<file path="src/rtl/core/btoa_pkg.sv">
package btoa_pkg;

  localparam int unsigned StoreDepth  = 20;
  localparam int unsigned DigitW      = 4;
  localparam int unsigned CntW        = 5;
  localparam int unsigned ValueW      = 64;
  localparam int unsigned HalfW       = 32;
  localparam int unsigned DecDigits32 = 10;
  localparam int unsigned HexDigits32 = 8;
  localparam int unsigned HexDigits64 = 16;
  localparam int unsigned QueueDepth  = 2;

  localparam logic [7:0] AsciiZero = 8'h30;
  localparam logic [7:0] AsciiA    = 8'h41;

  typedef logic [StoreDepth-1:0][DigitW-1:0] digits_t;

  // one classified conversion job
  typedef struct packed {
    logic              hex;
    logic              wide;
    logic [ValueW-1:0] value;
    logic [CntW-1:0]   dec_limit;
  } job_t;

  function automatic logic [7:0] ascii_of(input logic [DigitW-1:0] d);
    logic [7:0] c;
    if (d < 4'd10) begin
      c = AsciiZero + {4'b0000, d};
    end else begin
      c = AsciiA + {4'b0000, d - 4'd10};
    end
    return c;
  endfunction

endpackage

</file>
<file path="src/rtl/core/btoa_front.sv">
module btoa_front #(
  parameter int unsigned MAX_DEC_DIGITS = 20
) (
  input  logic                        in_valid_i,
  output logic                        in_ready_o,
  input  logic                        kind_i,
  input  logic                        wide_i,
  input  logic [btoa_pkg::ValueW-1:0] value_i,
  input  logic                        q_full_i,
  output logic                        push_o,
  output btoa_pkg::job_t              job_o
);

  // digit limit above the store depth is treated as the store depth
  localparam int unsigned LimitWide =
      (MAX_DEC_DIGITS > btoa_pkg::StoreDepth) ? btoa_pkg::StoreDepth : MAX_DEC_DIGITS;

  assign in_ready_o = !q_full_i;
  assign push_o     = in_valid_i && !q_full_i;

  always_comb begin
    job_o.hex  = kind_i;
    job_o.wide = wide_i;
    if (wide_i) begin
      job_o.value     = value_i;
      job_o.dec_limit = btoa_pkg::CntW'(LimitWide);
    end else begin
      job_o.value     = {{btoa_pkg::HalfW{1'b0}}, value_i[btoa_pkg::HalfW-1:0]};
      job_o.dec_limit = btoa_pkg::CntW'(btoa_pkg::DecDigits32);
    end
  end

endmodule

</file>
<file path="src/rtl/core/btoa_queue.sv">
module btoa_queue (
  input  logic           clk_i,
  input  logic           rst_ni,
  input  logic           push_i,
  input  btoa_pkg::job_t job_i,
  output logic           full_o,
  input  logic           pop_i,
  output logic           valid_o,
  output btoa_pkg::job_t job_o
);

  localparam int unsigned PtrW = $clog2(btoa_pkg::QueueDepth);
  localparam int unsigned CntQW = $clog2(btoa_pkg::QueueDepth + 1);

  btoa_pkg::job_t entry_q [btoa_pkg::QueueDepth];
  logic [PtrW-1:0]  wr_ptr_q, rd_ptr_q;
  logic [CntQW-1:0] count_q;

  assign full_o  = (count_q == CntQW'(btoa_pkg::QueueDepth));
  assign valid_o = (count_q != '0);
  assign job_o   = entry_q[rd_ptr_q];

  always_ff @(posedge clk_i) begin
    if (push_i) begin
      entry_q[wr_ptr_q] <= job_i;
    end
  end

  always_ff @(posedge clk_i or negedge rst_ni) begin
    if (!rst_ni) begin
      wr_ptr_q <= '0;
      rd_ptr_q <= '0;
      count_q  <= '0;
    end else begin
      if (push_i) begin
        wr_ptr_q <= (wr_ptr_q == PtrW'(btoa_pkg::QueueDepth - 1)) ? '0 : wr_ptr_q + 1'b1;
      end
      if (pop_i) begin
        rd_ptr_q <= (rd_ptr_q == PtrW'(btoa_pkg::QueueDepth - 1)) ? '0 : rd_ptr_q + 1'b1;
      end
      unique case ({push_i, pop_i})
        2'b10:   count_q <= count_q + 1'b1;
        2'b01:   count_q <= count_q - 1'b1;
        default: count_q <= count_q;
      endcase
    end
  end

endmodule

</file>
<file path="src/rtl/core/btoa_back.sv">
module btoa_back (
  input  logic           clk_i,
  input  logic           rst_ni,
  input  logic           q_valid_i,
  input  btoa_pkg::job_t q_job_i,
  output logic           pop_o,
  output logic           out_valid_o,
  input  logic           out_ready_i,
  output logic [7:0]     char_out_o,
  output logic           last_o
);

  localparam int unsigned CntW = btoa_pkg::CntW;

  typedef enum logic [1:0] {StIdle, StConv, StEmit} state_e;

  state_e                    state_q;
  logic [CntW-1:0]           cnt_q, step_q, idx_q, lim_q;
  logic                      out_valid_q, last_q;
  logic [7:0]                char_q;
  btoa_pkg::digits_t         digits_q, hex_digits, d1, d2;
  logic [btoa_pkg::ValueW-1:0] sh_q;
  logic [CntW-1:0]           cnt1, cnt2, n_dec;
  logic                      load_job, conv_step, out_take;

  // one double-dabble bit: add 3 to digits of 5 or more, then shift the bit in
  function automatic btoa_pkg::digits_t dabble(input btoa_pkg::digits_t d, input logic b);
    btoa_pkg::digits_t c;
    logic [btoa_pkg::StoreDepth*btoa_pkg::DigitW-1:0] flat;
    for (int i = 0; i < btoa_pkg::StoreDepth; i++) begin
      c[i] = (d[i] >= 4'd5) ? d[i] + 4'd3 : d[i];
    end
    flat = c;
    return {flat[btoa_pkg::StoreDepth*btoa_pkg::DigitW-2:0], b};
  endfunction

  // the significant length grows by at most one digit per shifted bit
  function automatic logic [CntW-1:0] grow(input btoa_pkg::digits_t d,
                                           input logic [CntW-1:0] c);
    logic [CntW-1:0] r;
    r = c;
    if (c < CntW'(btoa_pkg::StoreDepth)) begin
      if (d[c] != '0) begin
        r = c + 1'b1;
      end
    end
    return r;
  endfunction

  assign load_job  = (state_q == StIdle) && q_valid_i;
  assign pop_o     = load_job;
  assign conv_step = (state_q == StConv);
  assign out_take  = !out_valid_q || out_ready_i;

  always_comb begin
    d1    = dabble(digits_q, sh_q[btoa_pkg::ValueW-1]);
    cnt1  = grow(d1, cnt_q);
    d2    = dabble(d1, sh_q[btoa_pkg::ValueW-2]);
    cnt2  = grow(d2, cnt1);
    if (cnt2 == '0) begin
      n_dec = CntW'(1);
    end else if (cnt2 > lim_q) begin
      n_dec = lim_q;
    end else begin
      n_dec = cnt2;
    end
    for (int i = 0; i < btoa_pkg::StoreDepth; i++) begin
      hex_digits[i] = '0;
    end
    for (int i = 0; i < btoa_pkg::HexDigits64; i++) begin
      hex_digits[i] = q_job_i.value[btoa_pkg::DigitW*i +: btoa_pkg::DigitW];
    end
  end

  // digit store and shift register, no reset
  always_ff @(posedge clk_i) begin
    if (load_job) begin
      digits_q <= q_job_i.hex ? hex_digits : '0;
      sh_q     <= q_job_i.wide ? q_job_i.value
                : {q_job_i.value[btoa_pkg::HalfW-1:0], {btoa_pkg::HalfW{1'b0}}};
    end else if (conv_step) begin
      digits_q <= d2;
      sh_q     <= {sh_q[btoa_pkg::ValueW-3:0], 2'b00};
    end
  end

  always_ff @(posedge clk_i or negedge rst_ni) begin
    if (!rst_ni) begin
      state_q     <= StIdle;
      cnt_q       <= '0;
      step_q      <= '0;
      idx_q       <= '0;
      lim_q       <= '0;
      out_valid_q <= 1'b0;
      char_q      <= '0;
      last_q      <= 1'b0;
    end else begin
      // output slot frees on a transfer and refills while emitting
      if (out_take) begin
        out_valid_q <= (state_q == StEmit);
      end
      unique case (state_q)
        StIdle: begin
          if (q_valid_i) begin
            if (q_job_i.hex) begin
              idx_q   <= q_job_i.wide ? CntW'(btoa_pkg::HexDigits64 - 1)
                                      : CntW'(btoa_pkg::HexDigits32 - 1);
              state_q <= StEmit;
            end else begin
              cnt_q   <= '0;
              lim_q   <= q_job_i.dec_limit;
              step_q  <= q_job_i.wide ? CntW'(btoa_pkg::ValueW / 2 - 1)
                                      : CntW'(btoa_pkg::HalfW / 2 - 1);
              state_q <= StConv;
            end
          end
        end
        StConv: begin
          cnt_q  <= cnt2;
          step_q <= step_q - 1'b1;
          if (step_q == '0) begin
            idx_q   <= n_dec - 1'b1;
            state_q <= StEmit;
          end
        end
        StEmit: begin
          if (out_take) begin
            char_q      <= btoa_pkg::ascii_of(digits_q[idx_q]);
            last_q      <= (idx_q == '0);
            if (idx_q == '0) begin
              state_q <= StIdle;
            end else begin
              idx_q <= idx_q - 1'b1;
            end
          end
        end
        default: state_q <= StIdle;
      endcase
    end
  end

  assign out_valid_o = out_valid_q;
  assign char_out_o  = char_q;
  assign last_o      = last_q;

`ifndef ASSERT_OFF
  a_idx_in_store: assert property (@(posedge clk_i) disable iff (!rst_ni)
    (state_q == StEmit) |-> (idx_q < CntW'(btoa_pkg::StoreDepth)))
    else $error("emit index beyond digit store");

  a_out_hold: assert property (@(posedge clk_i) disable iff (!rst_ni)
    (out_valid_q && !out_ready_i) |=> (out_valid_q && $stable(char_q) && $stable(last_q)))
    else $error("stalled character changed or dropped");

  a_cnt_bound: assert property (@(posedge clk_i) disable iff (!rst_ni)
    (state_q == StConv) |-> (cnt_q <= CntW'(btoa_pkg::StoreDepth)))
    else $error("decimal digit count overflow");

  a_pop_only_idle: assert property (@(posedge clk_i) disable iff (!rst_ni)
    pop_o |=> (state_q == StConv || state_q == StEmit))
    else $error("job taken without starting conversion");
`endif

endmodule

</file>
<file path="src/rtl/core/binary_to_ascii_dec_hex.sv">
// binary_to_ascii_dec_hex turns one unsigned 32- or 64-bit value into ASCII
// characters, most significant first, one character per output transfer, with
// last_o high on the final character. kind_i = 1 gives upper-case hex padded
// to 8 or 16 characters; kind_i = 0 gives only the significant decimal digits
// (a zero gives a single '0'), at most 10 for 32-bit values and at most
// MAX_DEC_DIGITS (clamped to 20) for 64-bit values, keeping the lowest digits
// if the limit cuts in. Items pass a classifier and a two-entry job queue, so
// up to two further items are taken while one is being converted. A hex item
// is picked up and then streams its 8 or 16 characters. A decimal item is
// picked up, then runs through a double-dabble converter that shifts two bits
// per cycle, then streams its digits. The output register lets characters
// drain under backpressure without losing any.
module binary_to_ascii_dec_hex #(
  parameter int unsigned MAX_DEC_DIGITS = 20
) (
  input  logic        clk_i,
  input  logic        rst_ni,
  input  logic        in_valid_i,
  output logic        in_ready_o,
  input  logic        kind_i,
  input  logic        wide_i,
  input  logic [63:0] value_i,
  output logic        out_valid_o,
  input  logic        out_ready_i,
  output logic [7:0]  char_out_o,
  output logic        last_o
);

  // classified jobs on their way into and out of the queue
  btoa_pkg::job_t push_job, pop_job;
  logic           push, q_full, q_valid, pop;

  // front: take the transfer, mask the value and pick the digit limit
  btoa_front #(
    .MAX_DEC_DIGITS(MAX_DEC_DIGITS)
  ) u_front (
    .in_valid_i(in_valid_i),
    .in_ready_o(in_ready_o),
    .kind_i    (kind_i),
    .wide_i    (wide_i),
    .value_i   (value_i),
    .q_full_i  (q_full),
    .push_o    (push),
    .job_o     (push_job)
  );

  // short queue so the front keeps accepting while the back works
  btoa_queue u_queue (
    .clk_i  (clk_i),
    .rst_ni (rst_ni),
    .push_i (push),
    .job_i  (push_job),
    .full_o (q_full),
    .pop_i  (pop),
    .valid_o(q_valid),
    .job_o  (pop_job)
  );

  // back: convert to digits, then stream characters out
  btoa_back u_back (
    .clk_i      (clk_i),
    .rst_ni     (rst_ni),
    .q_valid_i  (q_valid),
    .q_job_i    (pop_job),
    .pop_o      (pop),
    .out_valid_o(out_valid_o),
    .out_ready_i(out_ready_i),
    .char_out_o (char_out_o),
    .last_o     (last_o)
  );

endmodule
</file>
<file path="config.mk">
export PLATFORM = sky130hd
export DESIGN_NAME = binary_to_ascii_dec_hex
export DESIGN_NICKNAME = d
export VERILOG_FILES = /design/src/rtl/core/btoa_pkg.sv /design/src/rtl/core/btoa_front.sv /design/src/rtl/core/btoa_queue.sv /design/src/rtl/core/btoa_back.sv /design/src/rtl/core/binary_to_ascii_dec_hex.sv
export SDC_FILE = /design/constraint.sdc
export NUM_CORES = 1
export LEC_CHECK = 0
export BUFFER_PORTS_ARGS = -buffer_cell sky130_fd_sc_hd__buf_2
export CAP_MARGIN = 5
export CORE_MARGIN = 1
export CORE_UTILIZATION = 40
export CTS_BUF_LIST = sky130_fd_sc_hd__clkbuf_4 sky130_fd_sc_hd__clkbuf_8
export CTS_CLUSTER_SIZE = 12
export DETAILED_ROUTE_END_ITERATION = 10
export SETUP_SLACK_MARGIN = 0.4
export SLEW_MARGIN = 25
export SYNTH_ARGS = -nofsm -noshare
export SYNTH_HDL_FRONTEND = slang
export SYNTH_SLANG_ARGS = --single-unit
</file>
<file path="constraint.sdc">
create_clock -name clk_i -period 7.15 [get_ports clk_i]
set_input_delay 1.0725 -clock clk_i [delete_from_list [all_inputs] [get_ports clk_i]]
set_output_delay 1.0725 -clock clk_i [all_outputs]
set_load 0.005 [all_outputs]
</file>
==> results.tsv, run 1 <==
stage	metric	value	unit
place	port buffer count	79	
cts	Worst-Skew Late Latency	0.68	ns
critical_path	CP arrival	7.05	ns
critical_path	flop2flop setup slack	0.62	ns
finish	synthesis-to-layout area growth	13.9	%
global_routing	M1 GR Usage	0.301	
flow_run	Max Cap Viol	0	
yosys	Mean Syn Cell Area	10.1	um2
floorplan	Vert. Die Dim	230	um
critical_path	CP startpoint kind	register	
finish	# fillers	4740	
global_routing	vias in the first global route	15900	
place	routability cong.	0.920	
routing	drt via density	5.74	
floorplan	Boundary Pins	81	
routing	drt first pass iters	6	
cts	Worst-path clk slew	0.06	ns
timing	RSZ-0062 raised after global routing	no	
yosys	top_reg_cell synth	edfxtp_1	
routing	DR iter-0 viols	1493	
timing	Final Critical Period	6.53	ns
timing	Final Max Tran Viols	0	
floorplan	overall die width	230	um
finish	share of layout cells above drive strength 1	0.196	
routing	final wirelength	60.0	mm
cts	H-tree levels	2	
hold_path	Worst Hold Depth	2	
critical_path	worst-path maximum fanout	6	
cts	CTS Buffer Depth	3	
routing	Vias	16400	
finish	Reg area	9150	um2
global_routing	gr busiest metal	met2	
timing	relative slew slack	0.371	
critical_path	worst flop-to-flop path startpoint	u_back.digits_q[13]	
routing	DRC Markers	0	
finish	Post-Layout Inst Area	23600	um2
yosys	syn_nets	2215	
timing	setup_tns	0	ns
timing	final setup fails	0	
run_status	status	finished, final reports clean	
floorplan	CORE AREA	51200	um2
global_routing	first-pass GRT wire length	91.7	mm
cts	clock sink count	310	
global_routing	largest net degree at the start of global routing	152	
routing	Routed Antenna Nets	0	
timing	final hold vios	0	
critical_path	Worst setup EP type	register	
timing	clk_skew	0.0421	ns
finish	number of diodes	0	
finish	fin util	0.461	
global_routing	GRT overflow	0	
yosys	Post-synth EDFFs	278	
finish	commonest non-fill, non-tap cell in the layout	edfxtp_1	
hold_path	Min-Delay Startpoint	u_back.char_out_o[0]	
yosys	post-synth top area share	0.403	
critical_path	worst reg2reg path depth	27	
hold_path	WHS Endpoint	u_back.char_out_o[0]	
yosys	yosys synthesis warning count	0	
floorplan	initial core utilization	0.405	
yosys	main area contributors after synthesis	edfxtp_1 40%, ha_1 5.7%, mux2i_1 5.1%	
finish	fin nets	2306	
hold_path	worst hold path type	register to register	
global_routing	met3 GRT Util	0.0285	
global_routing	initial antenna violation count	1	
timing	Slew @ Worst Pin	0.944	ns
yosys	Post-Syn Area	20700	um2
cts	CTS root buf	clkbuf_8	
finish	commonest cells after routing, fill and taps aside	278 x edfxtp_1, 221 x nand2_1, 158 x o21ai_0	
critical_path	R2R Path End	u_back.idx_q[4]	
critical_path	Req. time, crit path	7.67	ns
routing	Avg WL per Cell	20.9	um
yosys	Synth Instances	2050	
timing	Tcrit/Tclk final	0.913	
yosys	fraction of registers with async set/reset	0.103	
cts	hold_buf cts	0	
cts	total CTS buffers	57	
yosys	area leader, netlist	edfxtp_1	
yosys	sequential fraction of the synthesis area	0.442	
timing	Peak Freq	0.153	GHz
critical_path	Setup CP Type	register to register	
global_routing	GRT Total Usage	0.223	
cts	CTS tree	built	
critical_path	Setup crit start	u_back.digits_q[13]	
floorplan	Die Area	52700	um2
yosys	count of cell types in the netlist	97	
place	placed instance area	21800	um2
finish	multi-input logic area	11100	um2
place	DP HPWL	42.5	mm
global_routing	M2 GR Usage	0.370	
yosys	#FFs+latches synth	310	
floorplan	row count	83	
layout make-up:
cell class / count / area share
inverter: 102 / 0.0162
clock buffer: 76 / 0.0401
multi-input combinational: 1536 / 0.472
sequential: 310 / 0.388
timing repair buffer: 134 / 0.0348
tap: 680 / 0.0361
clock inverter: 29 / 0.0133
cells by family (layout without fill, tap and decap cells):
family | after synthesis | in the layout | share of synthesized area
buffers and inverters | 204 | 341 | 0.0399
DFF | 310 | 310 | 0.442
AOI/OAI and AO/OA | 552 | 552 | 0.171
and+or+nand+nor | 655 | 655 | 0.158
other | 1 | 1 | 0.000181
adders and majority gates | 95 | 95 | 0.0574
xor gates and xnor gates | 37 | 37 | 0.0156
muxes | 196 | 196 | 0.116
through the flow:
stage	worst slack, ns	hold WS (ns)	cells
2_1_floorplan	0.866	0.461	2050
6_report	0.621	0.484	2867
3_3_place_gp	0.427	0.458	2738
4_1_cts	0.407	0.473	2843
5_1_grt	0.327	0.493	2867
3_5_place_dp	0.291	0.472	2738
worst max-delay path by stage:
stage	to	slack (ns)	cells after the start
4_1_cts	u_back.idx_q[4]	0.41	29
5_1_grt	u_back.idx_q[4]	0.33	29
6_report	u_back.idx_q[4]	0.62	27
3_5_place_dp	u_back.idx_q[4]	0.29	28
2_1_floorplan	u_back.idx_q[4]	0.87	27
3_3_place_gp	u_back.idx_q[4]	0.43	27
state kept, by name, summed over array words and instances (netlist names):
name                flops
u_queue.entry_q       134
u_back.digits_q        80
u_back.sh_q            64
u_back.char_out_o       7
u_back.cnt_q            5
u_back.idx_q            5
u_back.step_q           5
u_back.lim_q            2
u_back.state_q          2
u_queue.count_q         2
u_back.last_o           1
u_back.out_valid_o      1
u_queue.rd_ptr_q        1
u_queue.wr_ptr_q        1
timing repair:
action,in CTS,in global routing
resized for setup,7,54
buffers inserted,0,24
endpoints found under the setup margin,4,5
pin swaps,0,9
critical path: stages (launching register included):
cell and delay [ns]:
edfxtp_1 0.45, inv_1 0.12, ha_2 0.23, nor2b_1 0.23, o21ai_0 0.16, or2_2 0.34
ha_1 0.21, nor2b_1 0.16, o31ai_2 0.23, or3b_2 0.52, a2111oi_4 0.43, mux4_2 0.31
nand3b_1 0.08, mux2_2 0.31, o311a_4 0.15, o21ai_2 0.18, xnor2_2 0.14, ha_1 0.26
and3_1 0.16, a31o_2 0.25, mux2_2 0.24, mux2i_4 0.08, a211o_2 0.36, a31o_4 0.26
ha_2 0.18, o2111ai_1 0.09, xor2_1 0.16, o22ai_1 0.09
synthesized netlist by cell type (all sizes together), types with 10 or more instances:
library cell	number
edfxtp	278
nand2	225
o21ai	165
nor2	136
a21oi	118
mux2i	105
inv	100
ha	95
clkbuf	67
mux2	62
and2	61
o22ai	42
a211oi	38
nor2b	38
buf	35
dfrtp	32
o31ai	31
mux4	29
or2	27
nand2b	26
or3	25
a31oi	24
xnor2	24
nor3b	23
o211ai	22
a21o	20
nor3	19
nand3	15
and3	13
xor2	13
nor4b	12
o21a	12
nand3b	10
metal layers:
layer	share of wire	wire, um	vias up
li1	-	-	7834
met1	0.44	26500	7998
met2	0.48	28700	496
met3	0.051	3050	116
met4	0.028	1700	0
met5	0	0	-
Power of run 1 is not shown: default switching activity piles up to over one toggle a cycle in this logic, so the estimate is an artifact.
==> inputs of run 2 (changes only) <==
- RECOVER_POWER: not set -> 100
- clock period: 7.15 -> 7.16 ns (I/O delays scaled with it)
==> results.tsv, run 2 (synthesized netlist as in run 1, its figures left out) <==
stage	metric	value	unit
run_status	status	finished with violations	
run_status	failing checks	capacitance limit, slew limit	
hold_path	WHS Endpoint	u_back.char_out_o[6]	
critical_path	Worst setup EP type	register	
cts	CTS tree	built	
routing	drt first pass iters	7	
timing	final hold vios	0	
finish	share of layout cells above drive strength 1	0.190	
routing	Avg WL per Cell	21.1	um
critical_path	worst flop-to-flop path startpoint	u_back.digits_q[16]	
hold_path	worst hold path type	register to register	
global_routing	largest net degree at the start of global routing	152	
timing	relative slew slack	-1.44	
cts	H-tree levels	2	
hold_path	Worst Hold Depth	2	
critical_path	R2R Path End	u_back.idx_q[4]	
routing	final wirelength	60.9	mm
cts	Worst-Skew Late Latency	0.68	ns
finish	fin nets	2329	
critical_path	CP max-delay cell	or4b_2	
routing	Routed Antenna Nets	0	
floorplan	Die Area	52700	um2
cts	CTS Buffer Depth	3	
critical_path	worst reg2reg path depth	29	
critical_path	Req. time, crit path	7.72	ns
critical_path	worst-path maximum fanout	7	
hold_path	Min-Delay Startpoint	u_back.char_out_o[6]	
timing	Slew @ Worst Pin	3.66	ns
timing	setup_tns	0	ns
finish	biggest regs	u_queue.entry_q (134), u_back.digits_q (80), u_back.sh_q (64)	
cts	total CTS buffers	57	
routing	DRC Markers	0	
flow_run	Max Cap Viol	11	
critical_path	biggest cell delay along the critical path	0.63	ns
cts	Worst-path clk slew	0.07	ns
floorplan	Boundary Pins	81	
routing	Vias	16700	
timing	hold slack	0.478	ns
timing	Tcrit/Tclk final	0.913	
timing	RSZ-0062 raised after global routing	no	
critical_path	CP arrival	7.10	ns
global_routing	GRT Total Usage	0.226	
timing	Final Max Tran Viols	600	
timing	final setup fails	0	
timing	Final Critical Period	6.54	ns
critical_path	flop2flop setup slack	0.62	ns
finish	Reg area	9150	um2
routing	drt via density	5.77	
critical_path	CP top delay family	compound AO/OA/AOI/OAI gates	
floorplan	initial core utilization	0.405	
global_routing	first-pass GRT wire length	93.0	mm
cts	CTS root buf	clkbuf_8	
floorplan	Vert. Die Dim	230	um
finish	multi-input logic area	11000	um2
global_routing	initial antenna violation count	0	
finish	commonest cells after routing, fill and taps aside	278 x edfxtp_1, 221 x nand2_1, 159 x o21ai_0	
critical_path	Top cell by count, worst path	ha_1	
finish	synthesis-to-layout area growth	13.6	%
global_routing	GRT overflow	0	
finish	Largest register FFs	134	
finish	number of diodes	0	
timing	Peak Freq	0.153	GHz
cts	clock sink count	310	
place	port buffer count	79	
critical_path	Worst Path Buf+Inv	2	
place	DP HPWL	43.1	mm
floorplan	row count	83	
routing	DR iter-0 viols	1283	
finish	Biggest register	u_queue.entry_q	
place	routability cong.	0.913	
critical_path	CP startpoint kind	register	
floorplan	CORE AREA	51200	um2
global_routing	vias in the first global route	16200	
finish	commonest non-fill, non-tap cell in the layout	edfxtp_1	
timing	clk_skew	0.0307	ns
floorplan	overall die width	230	um
finish	# fillers	4805	
critical_path	Setup CP Type	register to register	
## run 2: changes by cell type in the layout (fill, tap and decap cells not counted), moves of 4 or more
cell and delta:
clkbuf_1 +24, and2_0 +31, buf_4 +14, o31ai_4 -4
buf_2 -18, a211oi_2 +4, and2_1 -31
## run 2: worst register-to-register path: cells and delay by family, from the launching register on
| family | cells | cell delay, ns |
|---|---|---|
| DFF | 1 | 0.51 |
| buffers and inverters | 2 | 0.26 |
| xor gates and xnor gates | 2 | 0.50 |
| adders and majority gates | 4 | 0.96 |
| muxes | 3 | 0.59 |
| and+or+nand+nor | 7 | 1.60 |
| AOI/OAI and AO/OA | 11 | 2.01 |
## run 2: final cells by class
type | instances | share of cell area
Timing Repair Buffer | 157 | 0.0393
Multi-Input combinational cell | 1536 | 0.469
Tap cell | 680 | 0.0362
Inverter | 102 | 0.0163
Clock buffer | 76 | 0.0405
Clock inverter | 26 | 0.00984
Sequential cell | 310 | 0.389
## run 2: timing repair
item,in CTS,in global routing
hold buffers,0,0
setup buffers,1,33
setup endpoints to repair,5,5
gates resized for setup,7,54
pin swaps,1,7
## run 2: through the flow
step	utilization	cells	instance area, um2	setup WS (ns)
final	0.460	2887	23500	0.621
after global routing	0.460	2887	23500	0.227
after CTS	0.452	2854	23100	0.474
after detailed placement	0.428	2751	21900	-0.00721
after global placement	0.428	2751	21900	0.149
after floorplan	-	2050	20700	0.876
## run 2: metal layers
layer / track usage / wire length, um / vias up
met1: 0.300 / 26700 / 8095
met5: 0 / 0 / -
met4: 0.0742 / 1950 / 0
met2: 0.379 / 28800 / 561
li1: - / - / 7883
met3: 0.0305 / 3420 / 125
## run 2: worst max path at each step
stage                                    from         endpoint  depth (start not counted)
after floorplan            u_back.digits_q[8]  u_back.idx_q[4]                         27
after global placement    u_back.digits_q[12]  u_back.idx_q[4]                         27
after detailed placement  u_back.digits_q[12]  u_back.idx_q[4]                         27
after CTS                 u_back.digits_q[16]  u_back.idx_q[4]                         29
after global routing       u_back.digits_q[9]  u_back.idx_q[4]                         28
final                     u_back.digits_q[16]  u_back.idx_q[4]                         29
Power of run 2 is left out for the same reason.
==> inputs of run 3 (changes only) <==
- MAX_ROUTING_LAYER: not set -> met4
==> results.tsv, run 3 (synthesized netlist as in run 1, its figures left out) <==
stage	metric	value	unit
routing	Avg WL per Cell	20.8	um
cts	H-tree levels	2	
timing	relative slew slack	-2.39	
critical_path	CP max-delay cell	or3b_2	
place	port buffer count	79	
run_status	status	finished with violations	
critical_path	Worst Path Buf+Inv	3	
critical_path	worst reg2reg path depth	29	
floorplan	CORE AREA	51200	um2
global_routing	initial antenna violation count	0	
finish	number of diodes	0	
finish	commonest non-fill, non-tap cell in the layout	edfxtp_1	
cts	Worst-path clk slew	0.06	ns
floorplan	row count	83	
critical_path	R2R Path End	u_back.idx_q[4]	
cts	total CTS buffers	57	
hold_path	worst hold path type	register to register	
run_status	failing checks	capacitance limit, slew limit	
global_routing	GRT overflow	0	
routing	Vias	16500	
cts	Worst-Skew Late Latency	0.69	ns
timing	RSZ-0062 raised after global routing	no	
routing	DRC Markers	0	
critical_path	Req. time, crit path	7.73	ns
timing	Final Max Tran Viols	646	
critical_path	worst flop-to-flop path startpoint	u_back.digits_q[4]	
critical_path	flop2flop setup slack	0.58	ns
global_routing	vias in the first global route	16100	
cts	hold_buf cts	0	
floorplan	Boundary Pins	81	
routing	DR iter-0 viols	1332	
finish	biggest regs	u_queue.entry_q (134), u_back.digits_q (80), u_back.sh_q (64)	
cts	clock sink count	310	
timing	Tcrit/Tclk final	0.919	
critical_path	biggest cell delay along the critical path	0.48	ns
routing	Routed Antenna Nets	0	
global_routing	largest net degree at the start of global routing	144	
critical_path	Critical Path Stages	29	
finish	Largest register FFs	134	
timing	setup_tns	0	ns
place	placed instance area	21900	um2
timing	Final Critical Period	6.58	ns
critical_path	worst-path maximum fanout	6	
finish	synthesis-to-layout area growth	13.0	%
cts	CTS tree	built	
global_routing	first-pass GRT wire length	91.4	mm
finish	Biggest register	u_queue.entry_q	
finish	fin nets	2316	
place	routability cong.	0.944	
hold_path	Min-Delay Startpoint	u_back.char_out_o[6]	
routing	drt first pass iters	7	
timing	final setup fails	0	
finish	# fillers	4875	
routing	final wirelength	59.9	mm
finish	share of layout cells above drive strength 1	0.172	
critical_path	Worst setup EP type	register	
finish	commonest cells after routing, fill and taps aside	278 x edfxtp_1, 223 x nand2_1, 161 x o21ai_0	
place	DP HPWL	42.8	mm
finish	fin util	0.457	
critical_path	Setup CP Type	register to register	
timing	hold slack	0.474	ns
critical_path	CP arrival	7.15	ns
timing	clk_skew	0.0370	ns
global_routing	GRT Total Usage	0.230	
floorplan	overall die width	230	um
finish	Post-Layout Inst Area	23400	um2
floorplan	Die Area	52700	um2
timing	final hold vios	0	
cts	CTS Buffer Depth	3	
routing	drt via density	5.72	
cts	CTS root buf	clkbuf_8	
timing	Slew @ Worst Pin	5.08	ns
floorplan	initial core utilization	0.405	
critical_path	CP top delay family	compound AO/OA/AOI/OAI gates	
timing	Peak Freq	0.152	GHz
hold_path	WHS Endpoint	u_back.char_out_o[6]	
critical_path	CP startpoint kind	register	
floorplan	Vert. Die Dim	230	um
critical_path	Top cell by count, worst path	ha_1	
flow_run	Max Cap Viol	12	
hold_path	Worst Hold Depth	2	
run 3: cell types whose count changed in the layout (fill, tap and decap cells not counted), sizes merged:
cell	before	now
clkinv	23	30
clkinvlp	0	1
bufinv	3	5
buf	130	107
dlymetal6s2s	0	1
inv	102	103
run 3: worst reg2reg max path, delay by kind of cell, from the launching register on:
| kind | cells | cell delay (ns) |
|---|---|---|
| multiplexers | 4 | 0.86 |
| flip-flops | 1 | 0.46 |
| adder cells (fa/ha/maj) | 4 | 0.97 |
| XOR/XNOR | 2 | 0.32 |
| AND/OR/NAND/NOR | 6 | 1.47 |
| AO/OA/AOI/OAI | 10 | 1.94 |
| buffers and inverters | 3 | 0.47 |
run 3: stage by stage:
step / setup WS [ns] / instances
2_1_floorplan: 0.876 / 2050
3_3_place_gp: 0.267 / 2747
3_5_place_dp: 0.217 / 2747
4_1_cts: 0.407 / 2851
5_1_grt: 0.220 / 2876
6_report: 0.583 / 2876
run 3: routing by layer:
metal | GRT usage | wire [um] | part of all wire | up-vias
met5 | - | 0 | 0 | -
li1 | - | - | - | 7845
met2 | 0.367 | 28500 | 0.48 | 476
met1 | 0.298 | 26700 | 0.45 | 8033
met4 | 0.0806 | 1790 | 0.030 | 0
met3 | 0.0321 | 2930 | 0.049 | 107
run 3: worst max-delay path by stage:
| stage | start | endpoint |
|---|---|---|
| final | u_back.digits_q[4] | u_back.idx_q[4] |
| after floorplan | u_back.digits_q[8] | u_back.idx_q[4] |
| after CTS | u_back.digits_q[36] | u_back.idx_q[4] |
| after global routing | u_back.digits_q[4] | u_back.idx_q[4] |
| after global placement | u_back.digits_q[8] | u_back.idx_q[4] |
| after detailed placement | u_back.digits_q[8] | u_back.idx_q[4] |
run 3: layout make-up:
cell class	instances	area (um2)	area share
repair buffers	144	818	0.0350
clock inverters	37	319	0.0136
inverters	102	383	0.0164
flip-flops and latches	310	9150	0.391
well taps	680	851	0.0364
multi-input cells	1536	11000	0.471
clock buffers	67	860	0.0367
run 3: what timing repair did:
item | CTS | global route
pin swaps | 0 | 4
buffers inserted | 0 | 25
endpoints found under the setup margin | 3 | 5
gates resized for setup | 2 | 48
Power of run 3 is left out for the same reason.
